### config.mk
export PLATFORM = sky130hd
export DESIGN_NAME = ultrasonic_range_kalman_filter
export DESIGN_NICKNAME = d
export VERILOG_FILES = /design/src/rtl/core/urkf_pkg.sv /design/src/rtl/core/ultrasonic_range_kalman_filter.sv
export SDC_FILE = /design/constraint.sdc
export NUM_CORES = 2
export LEC_CHECK = 0
export ABC_AREA = 1
export BUFFER_PORTS_ARGS = -buffer_cell sky130_fd_sc_hd__buf_2
export CAP_MARGIN = 0
export CELL_PAD_IN_SITES_DETAIL_PLACEMENT = 0
export CELL_PAD_IN_SITES_GLOBAL_PLACEMENT = 1
export CORE_MARGIN = 3
export CORE_UTILIZATION = 49
export CTS_BUF_LIST = sky130_fd_sc_hd__clkbuf_16
export DETAILED_ROUTE_END_ITERATION = 8
export MAX_ROUTING_LAYER = met4
export PLACE_DENSITY_LB_ADDON = 0.1
export SLEW_MARGIN = 20
export SYNTH_ARGS = -nofsm -noshare
export SYNTH_HDL_FRONTEND = slang
export SYNTH_SLANG_ARGS = --single-unit
### constraint.sdc
create_clock -name clock -period 13.89 [get_ports clock]
set_input_delay 2.778 -clock clock [delete_from_list [all_inputs] [get_ports clock]]
set_output_delay 2.778 -clock clock [all_outputs]
set_load 0.02 [all_outputs]
### src/rtl/core/urkf_pkg.sv
package urkf_pkg;

   typedef logic [18:0] dist_type;
   typedef logic [23:0] noise_type;
   typedef logic [23:0] est_type;
   typedef logic [16:0] hreg_type;
   typedef logic [18:0] thresh_type;
   typedef logic [31:0] cov_type;
   typedef logic [31:0] gain_type;
   typedef logic [47:0] num_type;
   typedef logic [32:0] factor_type;
   typedef logic [15:0] idx_type;
   typedef logic [63:0] wide_type;
   typedef logic [32:0] mul_a_type;
   typedef logic [31:0] mul_b_type;
   typedef logic [64:0] mul_full_type;
   typedef logic [5:0]  cnt_type;
   typedef logic [3:0]  csr_addr_type;
   typedef logic [31:0] csr_data_type;
   typedef logic [1:0]  reg_index_type;

   localparam reg_index_type REG_MEAS_NOISE_R        = 2'd0;
   localparam reg_index_type REG_PROCESS_NOISE_Q     = 2'd1;
   localparam reg_index_type REG_MEAS_MAP_H          = 2'd2;
   localparam reg_index_type REG_COLLISION_THRESHOLD = 2'd3;

   localparam int KF             = 16;
   localparam int RAW_MULT       = 17;
   localparam int NOISE_RESET    = 10;
   localparam int THRESH_RESET   = 5;
   localparam int H_RESET        = 1;
   localparam int RAW_RECIP_SHIFT = 39;

   localparam dist_type  DIST_MAX    = 19'd285212;
   localparam wide_type  RAW_DIVISOR = 64'd1000;
   localparam wide_type  RAW_ROUND   = 64'd500;
   localparam wide_type  EST_MAX     = 64'h0000_0000_00FF_FFFF;
   localparam wide_type  RAW_RECIP   =
      ((64'd1 << RAW_RECIP_SHIFT) + RAW_DIVISOR - 64'd1) / RAW_DIVISOR;
   localparam wide_type  RAW_LIMIT   = RAW_DIVISOR * (64'(DIST_MAX) + 64'd1) - RAW_ROUND;

   typedef enum logic [4:0] {
      S_IDLE,
      S_MUL_D,
      S_MUL_RAW,
      S_RAW,
      S_MUL_PH,
      S_MUL_HH,
      S_MUL_HHP,
      S_GAIN_START,
      S_GAIN_DIV,
      S_MUL_HX,
      S_MAG,
      S_MUL_KMAG,
      S_EST,
      S_MUL_KH,
      S_FACTOR,
      S_MUL_FP,
      S_COV,
      S_DONE
   } state_type;

endpackage

### src/rtl/core/ultrasonic_range_kalman_filter.sv
// Ultrasonic range filter with a scalar Kalman step.
// Input channel req_*: one echo pulse width in microseconds per transfer.
// Result channel rsp_*: raw distance, filtered distance, collision flag and a
// wrapping sample index, one result per input, in order.
// csr_*: APB-style register port, pready always high, registers at 4*index:
// R, Q, H and the collision threshold. Write only while the block is idle.
// Each item runs through one shared multiplier and one radix-2 divider under
// a sequencer: a reciprocal multiplication for the distance scaling, a
// restoring divide for the gain, skipped when the gain denominator is zero,
// and the multiplier for the products. The sequencer takes no new item until
// it has finished the current one.
// req_ready is high only while the sequencer is idle; a finished result waits
// in the output register, and the next item may be taken meanwhile. A stalled
// receiver holds the result; a following result waits in the sequencer.
// Synchronous reset restores the register defaults, clears the estimate, the
// covariance and the sample count, and drops any pending result.
module ultrasonic_range_kalman_filter #(
   parameter int DURATION_BITS = 16,
   parameter int FRAC_BITS = 8
) (
   input  logic                   clock,
   input  logic                   reset,
   input  logic                   req_valid,
   output logic                   req_ready,
   input  logic [DURATION_BITS-1:0] req_echo_duration_us,
   output logic                   rsp_valid,
   input  logic                   rsp_ready,
   output urkf_pkg::dist_type     rsp_raw_distance,
   output urkf_pkg::dist_type     rsp_filtered_distance,
   output logic                   rsp_collision_flag,
   output urkf_pkg::idx_type      rsp_sample_index,
   input  logic                   csr_psel,
   input  logic                   csr_penable,
   input  logic                   csr_pwrite,
   input  urkf_pkg::csr_addr_type csr_paddr,
   input  urkf_pkg::csr_data_type csr_pwdata,
   output urkf_pkg::csr_data_type csr_prdata,
   output logic                   csr_pready
);

   localparam int COV_SHIFT = urkf_pkg::KF + FRAC_BITS;
   localparam urkf_pkg::mul_a_type RAW_SCALE =
      urkf_pkg::mul_a_type'(urkf_pkg::RAW_MULT) << FRAC_BITS;
   localparam urkf_pkg::wide_type RAW_SAT_D =
      (urkf_pkg::RAW_LIMIT + urkf_pkg::wide_type'(RAW_SCALE) - 64'd1) /
      urkf_pkg::wide_type'(RAW_SCALE);
   localparam urkf_pkg::wide_type GAIN_ROUND = urkf_pkg::wide_type'(1) << (urkf_pkg::KF - 1);
   localparam urkf_pkg::wide_type COV_ONE = urkf_pkg::wide_type'(1) << COV_SHIFT;
   localparam urkf_pkg::wide_type COV_ROUND = urkf_pkg::wide_type'(1) << (COV_SHIFT - 1);
   localparam urkf_pkg::noise_type NOISE_RST =
      urkf_pkg::noise_type'(urkf_pkg::NOISE_RESET) << FRAC_BITS;
   localparam urkf_pkg::hreg_type H_RST = urkf_pkg::hreg_type'(urkf_pkg::H_RESET) << FRAC_BITS;
   localparam urkf_pkg::thresh_type THRESH_RST =
      urkf_pkg::thresh_type'(urkf_pkg::THRESH_RESET) << FRAC_BITS;

   urkf_pkg::state_type state_ff, state_in;

   logic [DURATION_BITS-1:0] d_ff, d_in;
   urkf_pkg::idx_type     idx_ff, idx_in;
   urkf_pkg::idx_type     count_ff, count_in;
   urkf_pkg::dist_type    raw_ff, raw_in;
   urkf_pkg::num_type     num_ff, num_in;
   urkf_pkg::wide_type    rem_ff, rem_in;
   urkf_pkg::wide_type    quo_ff, quo_in;
   urkf_pkg::wide_type    den_ff, den_in;
   urkf_pkg::cnt_type     div_cnt_ff, div_cnt_in;
   urkf_pkg::gain_type    k_ff, k_in;
   urkf_pkg::mul_b_type   mag_ff, mag_in;
   logic                  neg_ff, neg_in;
   urkf_pkg::est_type     est_ff, est_in;
   urkf_pkg::factor_type  factor_ff, factor_in;
   urkf_pkg::cov_type     cov_ff, cov_in;
   urkf_pkg::wide_type    mul_ff, mul_in;

   urkf_pkg::noise_type   r_ff, r_in;
   urkf_pkg::noise_type   q_ff, q_in;
   urkf_pkg::hreg_type    h_ff, h_in;
   urkf_pkg::thresh_type  thr_ff, thr_in;

   logic                  rsp_valid_ff, rsp_valid_in;
   urkf_pkg::dist_type    rsp_raw_ff, rsp_raw_in;
   urkf_pkg::dist_type    rsp_filt_ff, rsp_filt_in;
   logic                  rsp_coll_ff, rsp_coll_in;
   urkf_pkg::idx_type     rsp_idx_ff, rsp_idx_in;

   urkf_pkg::mul_a_type    mul_a;
   urkf_pkg::mul_b_type    mul_b;
   urkf_pkg::mul_full_type mul_full;
   urkf_pkg::wide_type     rem_shift;
   logic                   div_ge;
   urkf_pkg::wide_type     quo_next;
   urkf_pkg::wide_type     rem_next;
   logic                   div_last;
   urkf_pkg::wide_type     den_sum;
   urkf_pkg::wide_type     raw_quo;
   logic                   raw_sat;
   urkf_pkg::wide_type     raw_wide;
   urkf_pkg::wide_type     hx;
   urkf_pkg::wide_type     diff;
   urkf_pkg::wide_type     delta;
   urkf_pkg::wide_type     est_wide;
   urkf_pkg::wide_type     est_sum;
   urkf_pkg::wide_type     np;
   urkf_pkg::reg_index_type csr_index;
   logic                   csr_write;
   logic                   accept;
   logic                   rsp_load;

   assign csr_index = csr_paddr[3:2];
   assign csr_write = csr_psel && csr_penable && csr_pwrite;
   assign csr_pready = 1'b1;

   always_comb begin
      case (csr_index)
         urkf_pkg::REG_MEAS_NOISE_R:        csr_prdata = urkf_pkg::csr_data_type'(r_ff);
         urkf_pkg::REG_PROCESS_NOISE_Q:     csr_prdata = urkf_pkg::csr_data_type'(q_ff);
         urkf_pkg::REG_MEAS_MAP_H:          csr_prdata = urkf_pkg::csr_data_type'(h_ff);
         urkf_pkg::REG_COLLISION_THRESHOLD: csr_prdata = urkf_pkg::csr_data_type'(thr_ff);
         default:                           csr_prdata = '0;
      endcase
   end

   always_comb begin
      r_in   = r_ff;
      q_in   = q_ff;
      h_in   = h_ff;
      thr_in = thr_ff;
      if (csr_write) begin
         case (csr_index)
            urkf_pkg::REG_MEAS_NOISE_R:        r_in   = csr_pwdata[23:0];
            urkf_pkg::REG_PROCESS_NOISE_Q:     q_in   = csr_pwdata[23:0];
            urkf_pkg::REG_MEAS_MAP_H:          h_in   = {1'b0, csr_pwdata[15:0]};
            urkf_pkg::REG_COLLISION_THRESHOLD: thr_in = csr_pwdata[18:0];
            default: begin
            end
         endcase
      end
   end

   // shared multiplier operand select
   always_comb begin
      case (state_ff)
         urkf_pkg::S_MUL_D: begin
            mul_a = RAW_SCALE;
            mul_b = urkf_pkg::mul_b_type'(d_ff);
         end
         urkf_pkg::S_MUL_RAW: begin
            mul_a = urkf_pkg::mul_a_type'(mul_ff + urkf_pkg::RAW_ROUND);
            mul_b = urkf_pkg::mul_b_type'(urkf_pkg::RAW_RECIP);
         end
         urkf_pkg::S_MUL_PH: begin
            mul_a = urkf_pkg::mul_a_type'(cov_ff);
            mul_b = urkf_pkg::mul_b_type'(h_ff);
         end
         urkf_pkg::S_MUL_HH: begin
            mul_a = urkf_pkg::mul_a_type'(h_ff);
            mul_b = urkf_pkg::mul_b_type'(h_ff);
         end
         urkf_pkg::S_MUL_HHP: begin
            mul_a = urkf_pkg::mul_a_type'(mul_ff >> FRAC_BITS);
            mul_b = cov_ff;
         end
         urkf_pkg::S_MUL_HX: begin
            mul_a = urkf_pkg::mul_a_type'(h_ff);
            mul_b = urkf_pkg::mul_b_type'(est_ff);
         end
         urkf_pkg::S_MUL_KMAG: begin
            mul_a = urkf_pkg::mul_a_type'(k_ff);
            mul_b = mag_ff;
         end
         urkf_pkg::S_MUL_KH: begin
            mul_a = urkf_pkg::mul_a_type'(k_ff);
            mul_b = urkf_pkg::mul_b_type'(h_ff);
         end
         urkf_pkg::S_MUL_FP: begin
            mul_a = factor_ff;
            mul_b = cov_ff;
         end
         default: begin
            mul_a = '0;
            mul_b = '0;
         end
      endcase
      mul_full = mul_a * mul_b;
      mul_in   = mul_full[63:0];
   end

   // restoring divider, one quotient bit per cycle
   always_comb begin
      rem_shift = {rem_ff[62:0], quo_ff[63]};
      div_ge    = rem_shift >= den_ff;
      rem_next  = div_ge ? rem_shift - den_ff : rem_shift;
      quo_next  = {quo_ff[62:0], div_ge};
      div_last  = div_cnt_ff == '1;
   end

   always_comb begin
      raw_quo  = mul_ff >> urkf_pkg::RAW_RECIP_SHIFT;
      raw_sat  = urkf_pkg::wide_type'(d_ff) >= RAW_SAT_D;
      den_sum  = mul_ff + (urkf_pkg::wide_type'(r_ff) << FRAC_BITS);
      raw_wide = urkf_pkg::wide_type'(raw_ff);
      hx       = mul_ff >> FRAC_BITS;
      diff     = (raw_wide >= hx) ? raw_wide - hx : hx - raw_wide;
      delta    = (mul_ff + GAIN_ROUND) >> urkf_pkg::KF;
      est_wide = urkf_pkg::wide_type'(est_ff);
      est_sum  = est_wide + delta;
      np       = ((mul_ff + COV_ROUND) >> COV_SHIFT) + urkf_pkg::wide_type'(q_ff);
   end

   always_comb begin
      state_in = state_ff;
      case (state_ff)
         urkf_pkg::S_IDLE:       if (req_valid) state_in = urkf_pkg::S_MUL_D;
         urkf_pkg::S_MUL_D:      state_in = urkf_pkg::S_MUL_RAW;
         urkf_pkg::S_MUL_RAW:    state_in = urkf_pkg::S_RAW;
         urkf_pkg::S_RAW:        state_in = urkf_pkg::S_MUL_PH;
         urkf_pkg::S_MUL_PH:     state_in = urkf_pkg::S_MUL_HH;
         urkf_pkg::S_MUL_HH:     state_in = urkf_pkg::S_MUL_HHP;
         urkf_pkg::S_MUL_HHP:    state_in = urkf_pkg::S_GAIN_START;
         urkf_pkg::S_GAIN_START: begin
            state_in = (den_sum == '0) ? urkf_pkg::S_MUL_HX : urkf_pkg::S_GAIN_DIV;
         end
         urkf_pkg::S_GAIN_DIV:   if (div_last) state_in = urkf_pkg::S_MUL_HX;
         urkf_pkg::S_MUL_HX:     state_in = urkf_pkg::S_MAG;
         urkf_pkg::S_MAG:        state_in = urkf_pkg::S_MUL_KMAG;
         urkf_pkg::S_MUL_KMAG:   state_in = urkf_pkg::S_EST;
         urkf_pkg::S_EST:        state_in = urkf_pkg::S_MUL_KH;
         urkf_pkg::S_MUL_KH:     state_in = urkf_pkg::S_FACTOR;
         urkf_pkg::S_FACTOR:     state_in = urkf_pkg::S_MUL_FP;
         urkf_pkg::S_MUL_FP:     state_in = urkf_pkg::S_COV;
         urkf_pkg::S_COV:        state_in = urkf_pkg::S_DONE;
         urkf_pkg::S_DONE:       if (!rsp_valid_ff || rsp_ready) state_in = urkf_pkg::S_IDLE;
         default:                state_in = urkf_pkg::S_IDLE;
      endcase
   end

   always_comb begin
      req_ready  = state_ff == urkf_pkg::S_IDLE;
      accept     = req_valid && req_ready;
      rsp_load   = (state_ff == urkf_pkg::S_DONE) && (!rsp_valid_ff || rsp_ready);

      d_in       = d_ff;
      idx_in     = idx_ff;
      count_in   = count_ff;
      raw_in     = raw_ff;
      num_in     = num_ff;
      rem_in     = rem_ff;
      quo_in     = quo_ff;
      den_in     = den_ff;
      div_cnt_in = div_cnt_ff;
      k_in       = k_ff;
      mag_in     = mag_ff;
      neg_in     = neg_ff;
      est_in     = est_ff;
      factor_in  = factor_ff;
      cov_in     = cov_ff;

      case (state_ff)
         urkf_pkg::S_IDLE: begin
            if (accept) begin
               d_in     = req_echo_duration_us;
               idx_in   = count_ff;
               count_in = count_ff + 1'b1;
            end
         end
         urkf_pkg::S_RAW: begin
            raw_in = (raw_sat || raw_quo > urkf_pkg::wide_type'(urkf_pkg::DIST_MAX)) ?
                     urkf_pkg::DIST_MAX : raw_quo[18:0];
         end
         urkf_pkg::S_MUL_HH: begin
            num_in = mul_ff[47:0];
         end
         urkf_pkg::S_GAIN_START: begin
            rem_in     = '0;
            quo_in     = urkf_pkg::wide_type'(num_ff) << urkf_pkg::KF;
            den_in     = den_sum;
            div_cnt_in = '0;
            if (den_sum == '0) begin
               k_in = '0;
            end
         end
         urkf_pkg::S_GAIN_DIV: begin
            rem_in     = rem_next;
            quo_in     = quo_next;
            div_cnt_in = div_cnt_ff + 1'b1;
            if (div_last) begin
               k_in = (|quo_next[63:32]) ? '1 : quo_next[31:0];
            end
         end
         urkf_pkg::S_MAG: begin
            neg_in = raw_wide < hx;
            mag_in = (|diff[63:32]) ? '1 : diff[31:0];
         end
         urkf_pkg::S_EST: begin
            if (neg_ff) begin
               est_in = (delta >= est_wide) ? '0 : est_ff - delta[23:0];
            end else begin
               est_in = (est_sum > urkf_pkg::EST_MAX) ? '1 : est_sum[23:0];
            end
         end
         urkf_pkg::S_FACTOR: begin
            factor_in = (mul_ff >= COV_ONE) ? '0 : urkf_pkg::factor_type'(COV_ONE - mul_ff);
         end
         urkf_pkg::S_COV: begin
            cov_in = (|np[63:32]) ? '1 : np[31:0];
         end
         default: begin
         end
      endcase

      rsp_valid_in = rsp_valid_ff;
      rsp_raw_in   = rsp_raw_ff;
      rsp_filt_in  = rsp_filt_ff;
      rsp_coll_in  = rsp_coll_ff;
      rsp_idx_in   = rsp_idx_ff;
      if (rsp_load) begin
         rsp_valid_in = 1'b1;
         rsp_raw_in   = raw_ff;
         rsp_filt_in  = (urkf_pkg::wide_type'(est_ff) > urkf_pkg::wide_type'(urkf_pkg::DIST_MAX)) ?
                        urkf_pkg::DIST_MAX : est_ff[18:0];
         rsp_coll_in  = raw_ff < thr_ff;
         rsp_idx_in   = idx_ff;
      end else if (rsp_ready) begin
         rsp_valid_in = 1'b0;
      end
   end

   always_ff @(posedge clock) begin
      if (reset) begin
         state_ff     <= urkf_pkg::S_IDLE;
         count_ff     <= '0;
         est_ff       <= '0;
         cov_ff       <= '0;
         rsp_valid_ff <= 1'b0;
         r_ff         <= NOISE_RST;
         q_ff         <= NOISE_RST;
         h_ff         <= H_RST;
         thr_ff       <= THRESH_RST;
      end else begin
         state_ff     <= state_in;
         count_ff     <= count_in;
         est_ff       <= est_in;
         cov_ff       <= cov_in;
         rsp_valid_ff <= rsp_valid_in;
         r_ff         <= r_in;
         q_ff         <= q_in;
         h_ff         <= h_in;
         thr_ff       <= thr_in;
      end
   end

   always_ff @(posedge clock) begin
      d_ff        <= d_in;
      idx_ff      <= idx_in;
      raw_ff      <= raw_in;
      num_ff      <= num_in;
      rem_ff      <= rem_in;
      quo_ff      <= quo_in;
      den_ff      <= den_in;
      div_cnt_ff  <= div_cnt_in;
      k_ff        <= k_in;
      mag_ff      <= mag_in;
      neg_ff      <= neg_in;
      factor_ff   <= factor_in;
      mul_ff      <= mul_in;
      rsp_raw_ff  <= rsp_raw_in;
      rsp_filt_ff <= rsp_filt_in;
      rsp_coll_ff <= rsp_coll_in;
      rsp_idx_ff  <= rsp_idx_in;
   end

   assign rsp_valid             = rsp_valid_ff;
   assign rsp_raw_distance      = rsp_raw_ff;
   assign rsp_filtered_distance = rsp_filt_ff;
   assign rsp_collision_flag    = rsp_coll_ff;
   assign rsp_sample_index      = rsp_idx_ff;

endmodule

Word-level counts from Yosys, hierarchy flattened
Index checks and enable logic that the tools add are counted.
Widths: inputs -> output; s select.
{"block": "totals", "register_bits": 674, "in_bits": 59, "out_inout_bits": 90, "word_cells": 122}
{"block": "op_classes", "n_addsub": 13, "mul": 1, "order_cmp": 9, "n_eq_ne": 25, "muxes": 23, "n_reduce_logical": 25}
{"operator": "$pmux 33 s7", "n": 1}
{"operator": "$pmux 32 s6", "n": 1}
{"operator": "$mux 32", "n": 4}
{"operator": "$pmux 32 s4", "n": 1}
{"operator": "$pmux 64 s2", "n": 1}
{"operator": "$pmux 63 s2", "n": 1}
{"operator": "$reduce_or 32->1", "n": 3}
{"operator": "$pmux 5 s18", "n": 1}
{"operator": "$mux 24", "n": 3}
{"operator": "$add 64x16->64 const B", "n": 1}
{"operator": "$add 64x24->64 const B", "n": 1}
{"operator": "$add 64x32->64", "n": 1}
{"operator": "$ge 64x25->1 const B", "n": 1}
{"operator": "$ge 64x64->1", "n": 1}
{"operator": "$logic_not 64->1", "n": 1}
{"operator": "$mul 33x32->64", "n": 1}
{"operator": "$mux 64", "n": 1}
{"operator": "$pmux 32 s2", "n": 1}
{"operator": "$mux 63", "n": 1}
{"operator": "$sub 63x63->63", "n": 1}
{"operator": "$sub 19x56->57", "n": 1}
{"operator": "$sub 56x19->57", "n": 1}
{"operator": "$ge 19x56->1", "n": 1}
{"operator": "$lt 19x56->1", "n": 1}
{"operator": "other kinds (34)", "n": 65}

Longest topological paths before layout
{"block": "logic_depth", "word_depth": 5, "depth_mapped": 47}

Worst setup path before layout
Ideal clock, no wire load.
{"block": "synth_path", "kind": "register to register", "startpoint": "register state_ff[0]", "endpoint": "register mul_ff[57]", "arrival_ns": 10.499, "setup_slack_ns": 3.319, "path_stages_with_launch": 43, "n_path_buf": 2, "synth_period_minus_slack_ns": 10.571, "path_cell_list": "dfxtp_1 inv_1 nor2_1 inv_1 nor2_1 inv_1 nor2_1 nor2_2 inv_1 a221oi_1 and2_1 clkbuf_1 inv_1 clkbuf_1 nand2_1 fa_1 inv_1 fa_1 [... 7 more ...] fa_1 fa_1 inv_1 fa_1 inv_1 ha_1 a21oi_1 o21ai_0 a21oi_1 o21ai_0 a21oi_1 o21ai_0 nand3_1 nand2_1 nand2_1 o211ai_1 a21oi_1 xnor2_1"}
{"block": "synth_between", "elab_chain_cells": 4, "word_cells_on_any_way": 16, "cone_classes": "mul (1); eq/ne (9); mux (2); reduce/logical (4)"}
{"item": "start, declared", "line_no": "ultrasonic_range_kalman_filter.sv:56", "text": "urkf_pkg::state_type state_ff, state_in;"}
{"item": "start signal, assigned", "line_no": "ultrasonic_range_kalman_filter.sv:330", "text": "state_ff <= urkf_pkg::S_IDLE;"}
{"item": "start signal, assigned", "line_no": "ultrasonic_range_kalman_filter.sv:340", "text": "state_ff <= state_in;"}
{"item": "$eq 5x4->1 / $eq 5x3->1 (equally long branches)", "line_no": "ultrasonic_range_kalman_filter.sv:142", "text": "case (state_ff)"}
{"item": "$reduce_or 3->1 (no line) / $reduce_or 2->1 (equally long branches)"}
{"item": "$pmux 32 s6 / $pmux 33 s7 (equally long branches)", "line_no": "ultrasonic_range_kalman_filter.sv:142"}
{"item": "$mul 33x32->64 *", "line_no": "ultrasonic_range_kalman_filter.sv:184", "text": "mul_full = mul_a * mul_b;"}
{"item": "via mul_full[57]", "line_no": "ultrasonic_range_kalman_filter.sv:88", "text": "urkf_pkg::mul_full_type mul_full;"}
{"item": "end signal, assigned", "line_no": "ultrasonic_range_kalman_filter.sv:365", "text": "mul_ff <= mul_in;"}
{"item": "end, declared", "line_no": "ultrasonic_range_kalman_filter.sv:73", "text": "urkf_pkg::wide_type mul_ff, mul_in;"}
The timed path passes the listed nets; every way through them passes the cells marked *.
A chain may end at the register's enable or synchronous reset.

Final worst setup path
{"block": "layout_path", "startpoint": "register state_ff[2]", "endpoint": "register mul_ff[63]"}
Same word-level chain as after synthesis.

==> metrics.csv <==
stage;metric;value;unit
clocking;cts.sinks;674;
sta;slew_violations;0;
clocking;post_cts_resized;0;
synth;ys.flop_type;edfxtp_1;
clocking;cts-htree-levels;3;
finish;fillers;15549;
sta;skew;0.0653;ns
grt;track_usage;42.1;%
synth;synth-edff-count;449;
setup_path;worstSetupEndpoint;mul_ff[63]$_DFF_P_;
sta;hold_ws;0.402;ns
die;die_h;411;um
synth;yosysWarnings;0;
synth;syn_area_per_cell;7.69;um2
drt;wl_per_cell;27.3;um
clocking;clockRootBuffer;clkbuf_16;
setup_path;reg2reg_to;mul_ff[63]$_DFF_P_;
die;core-area;162000;um2
setup_path;startpoint_type;flop;
synth;synthCells;10426;
die;row_count;147;
setup_path;cp.required;14.53;ns
grt;grt_max_degree;118;
die;die_x;411;um
sta;clock.fmax;0.0839;GHz
pwr;irDropWorstVdd;124;uV
synth;yosys_register_bits;674;
die;initial_core_util;49.6;%
clocking;cts_buffer_depth;3;
drt;vias;73902;
pwr;p_leak;42.1;nW
setup_path;cpMaxStageDelayCell;a221oi_1;
synth;synth_cell_types;71;
sta;relSlewSlack;21.0;%
placement;io_buffers;129;
clocking;clk_pin_slew_worst_paths;0.07;ns
setup_path;r2r_setup_slack;1.97;ns
placement;place_congestion;1.11;
grt;grt.overflow.total;0;
job;max-cap-violations;0;
setup_path;startpoint;state_ff[2]$_SDFFE_PP0P_;
sta;setup_tns;0;ns
setup_path;cpPeakStageDelay;0.80;ns
grt;antenna_found_initial;31;
grt;grt_pass1_vias;72559;
setup_path;path_class;flop to flop;
setup_path;reg2reg_depth;37;
sta;setup_viol;0;
die;dieArea;169000;um2
drt;drc;0;
synth;synth_mux_area_share;0.0624;%
drt;drt_iter0_drc;8742;
pwr;p_per_area;109;nW/um2
synth;synth_xor_area_share;3.24;%
clocking;cts_tree;yes;
min_path;min_path_type;flop to flop;
clocking;worst_skew_pair.late_latency;0.76;ns
finish;final_nets;11967;
die;io_pins;149;
grt;grt_pass1_wl;497000;um
synth;async_flop_share;0;%
setup_path;worstPathArrival;12.55;ns
synth;yosysSeqAreaShare;22.4;%
sta;min_period_over_period;85.8;%
clocking;holdBufCountCts;0;
finish;final_layout_size_suffix_gt1_share;5.95;%
outcome;outcome;complete, no violations;
synth;synth_top_family_by_area;adder cells;
finish;syn_to_final_growth;7.87;%
setup_path;end_kind;flop;
clocking;cts_setup_buffers;0;
placement;dp_hpwl;281000;um
synth;synth-simple-area-share;20.9;%
drt;wl;347000;um
sta;rsz0062_at_grt;false;
synth;synth-compound-area-share;9.99;%
sta;worst_slew_pin_slew;1.18;ns
setup_path;cp_max_fo;18;
setup_path;r2r_start;state_ff[2]$_SDFFE_PP0P_;
clocking;cts-buffers-inserted;81;
finish;fin_util;53.5;%
synth;synthesis.area;80200;um2
drt;drtAntennaViolNets;0;
drt;viasPerCell;5.81;
sta;min_period;11.92;ns
drt;firstDrtPassIters;7;
sta;hold_viol_final;0;
synth;synth_fa_ha_area_share;31.2;%
[metrics by stage]
stage	total power, mW	instance area (um2)	instances	setup WS (ns)
6_report	9.44	86500	12718	1.97
5_1_grt	9.79	86500	12712	1.84
4_1_cts	9.29	86400	12697	2.43
3_5_place_dp	6.97	83600	12545	2.53
3_3_place_gp	6.96	83500	12544	2.70
2_1_floorplan	5.07	80300	10441	3.32
[kinds of logic (layout without fill, tap and decap cells)]
family,count (synthesis),count (layout)
XOR/XNOR,297,297
AO/OA/AOI/OAI,1403,1403
adder cells (fa/ha/maj),1438,1438
flip-flops,674,674
multiplexers,5,5
buffers and inverters,2556,2654
AND/OR/NAND/NOR,4051,4051
other,2,36
[final cells by class]
cell class	count	area (um2)	area share [%]
Multi-Input combinational cell	7211	52600	60.8
Sequential cell	674	18000	20.8
Inverter	2191	8230	9.51
Tap cell	2160	2700	3.12
Timing Repair Buffer	311	2070	2.39
Clock buffer	82	2050	2.37
Clock inverter	70	807	0.933
Antenna cell	19	47.5	0.0550
[flip-flops by register name, summed over array words and instances (netlist names), 16 cells and up]
name and count:
rem_ff 63, k_ff 32, rsp_filtered_distance 19, r_ff 24, rsp_raw_distance 19, count_ff 16
h_ff 16, q_ff 24, factor_ff 33, quo_ff 64, d_ff 16, est_ff 24
raw_ff 19, thr_ff 19, mag_ff 32, rsp_sample_index 16, den_ff 64, num_ff 48
idx_ff 16, cov_ff 32, mul_ff 64
[report_power, final]
group          internal (mW)  switching (mW)  total [mW]
registers               2.24          0.0694        2.31
clock network           1.32            1.00        2.32
logic                   1.21            3.59        4.80
total                   4.78            4.66        9.44
[worst min-delay path by stage]
stage	startpoint	end	slack (ns)	cells after the start
after floorplan	idx_ff[0]$_DFFE_PP_	rsp_sample_index[0]$_DFFE_PP_	0.40	0
after global placement	idx_ff[4]$_DFFE_PP_	rsp_sample_index[4]$_DFFE_PP_	0.40	0
after global routing	idx_ff[2]$_DFFE_PP_	rsp_sample_index[2]$_DFFE_PP_	0.43	0
after CTS	idx_ff[3]$_DFFE_PP_	rsp_sample_index[3]$_DFFE_PP_	0.40	0
after detailed placement	idx_ff[3]$_DFFE_PP_	rsp_sample_index[3]$_DFFE_PP_	0.40	0
final	idx_ff[3]$_DFFE_PP_	rsp_sample_index[3]$_DFFE_PP_	0.40	0
[synth_stat cells, types with 72 or more instances]
master,n,area (um2)
fa_1,932,18700
nor3_1,83,415
a21oi_1,521,2610
nor2_1,1315,4940
edfxtp_1,449,13500
nand4_1,111,694
clkbuf_1,270,1010
inv_1,2151,8070
ha_1,506,6330
nand3_1,309,1550
xnor2_1,74,648
xor2_1,223,1950
dfxtp_1,225,4500
a31oi_1,72,450
o21ai_0,503,2520
nand2_1,2022,7590
[cells in the final DEF (no fill, tap or decap), types with 38 or more instances in the layout]
master / n
nor2_2: 47
a21oi_1: 520
nor4_1: 49
nand2_1: 2022
nor2_1: 1299
fa_1: 932
buf_2: 129
inv_1: 2158
o21ai_0: 502
nand4_1: 111
nor3_1: 82
a31oi_1: 72
dfxtp_1: 225
edfxtp_1: 449
clkinv_1: 38
buf_4: 178
ha_1: 506
xor2_1: 223
clkbuf_16: 82
xnor2_1: 74
nand3_1: 309
[per-layer routing]
metal  vias to the layer above  wire, um  global-route usage, %
li1                      32507         -                      -
met3                       971     33700                   7.40
met4                         0     27200                   25.8
met2                      4199    154000                   64.2
met5                         -         0                      -
met1                     36225    132000                   52.3
[worst max-delay path, delay by kind of cell (launching register included)]
family | cells | cell delay (ns)
flops | 1 | 0.37
compound gates | 7 | 2.56
buf+inv | 12 | 2.48
xor+xnor | 1 | 0.15
simple gates | 8 | 1.62
fa+ha+maj | 9 | 4.58
(Power assumes the default switching activity.)
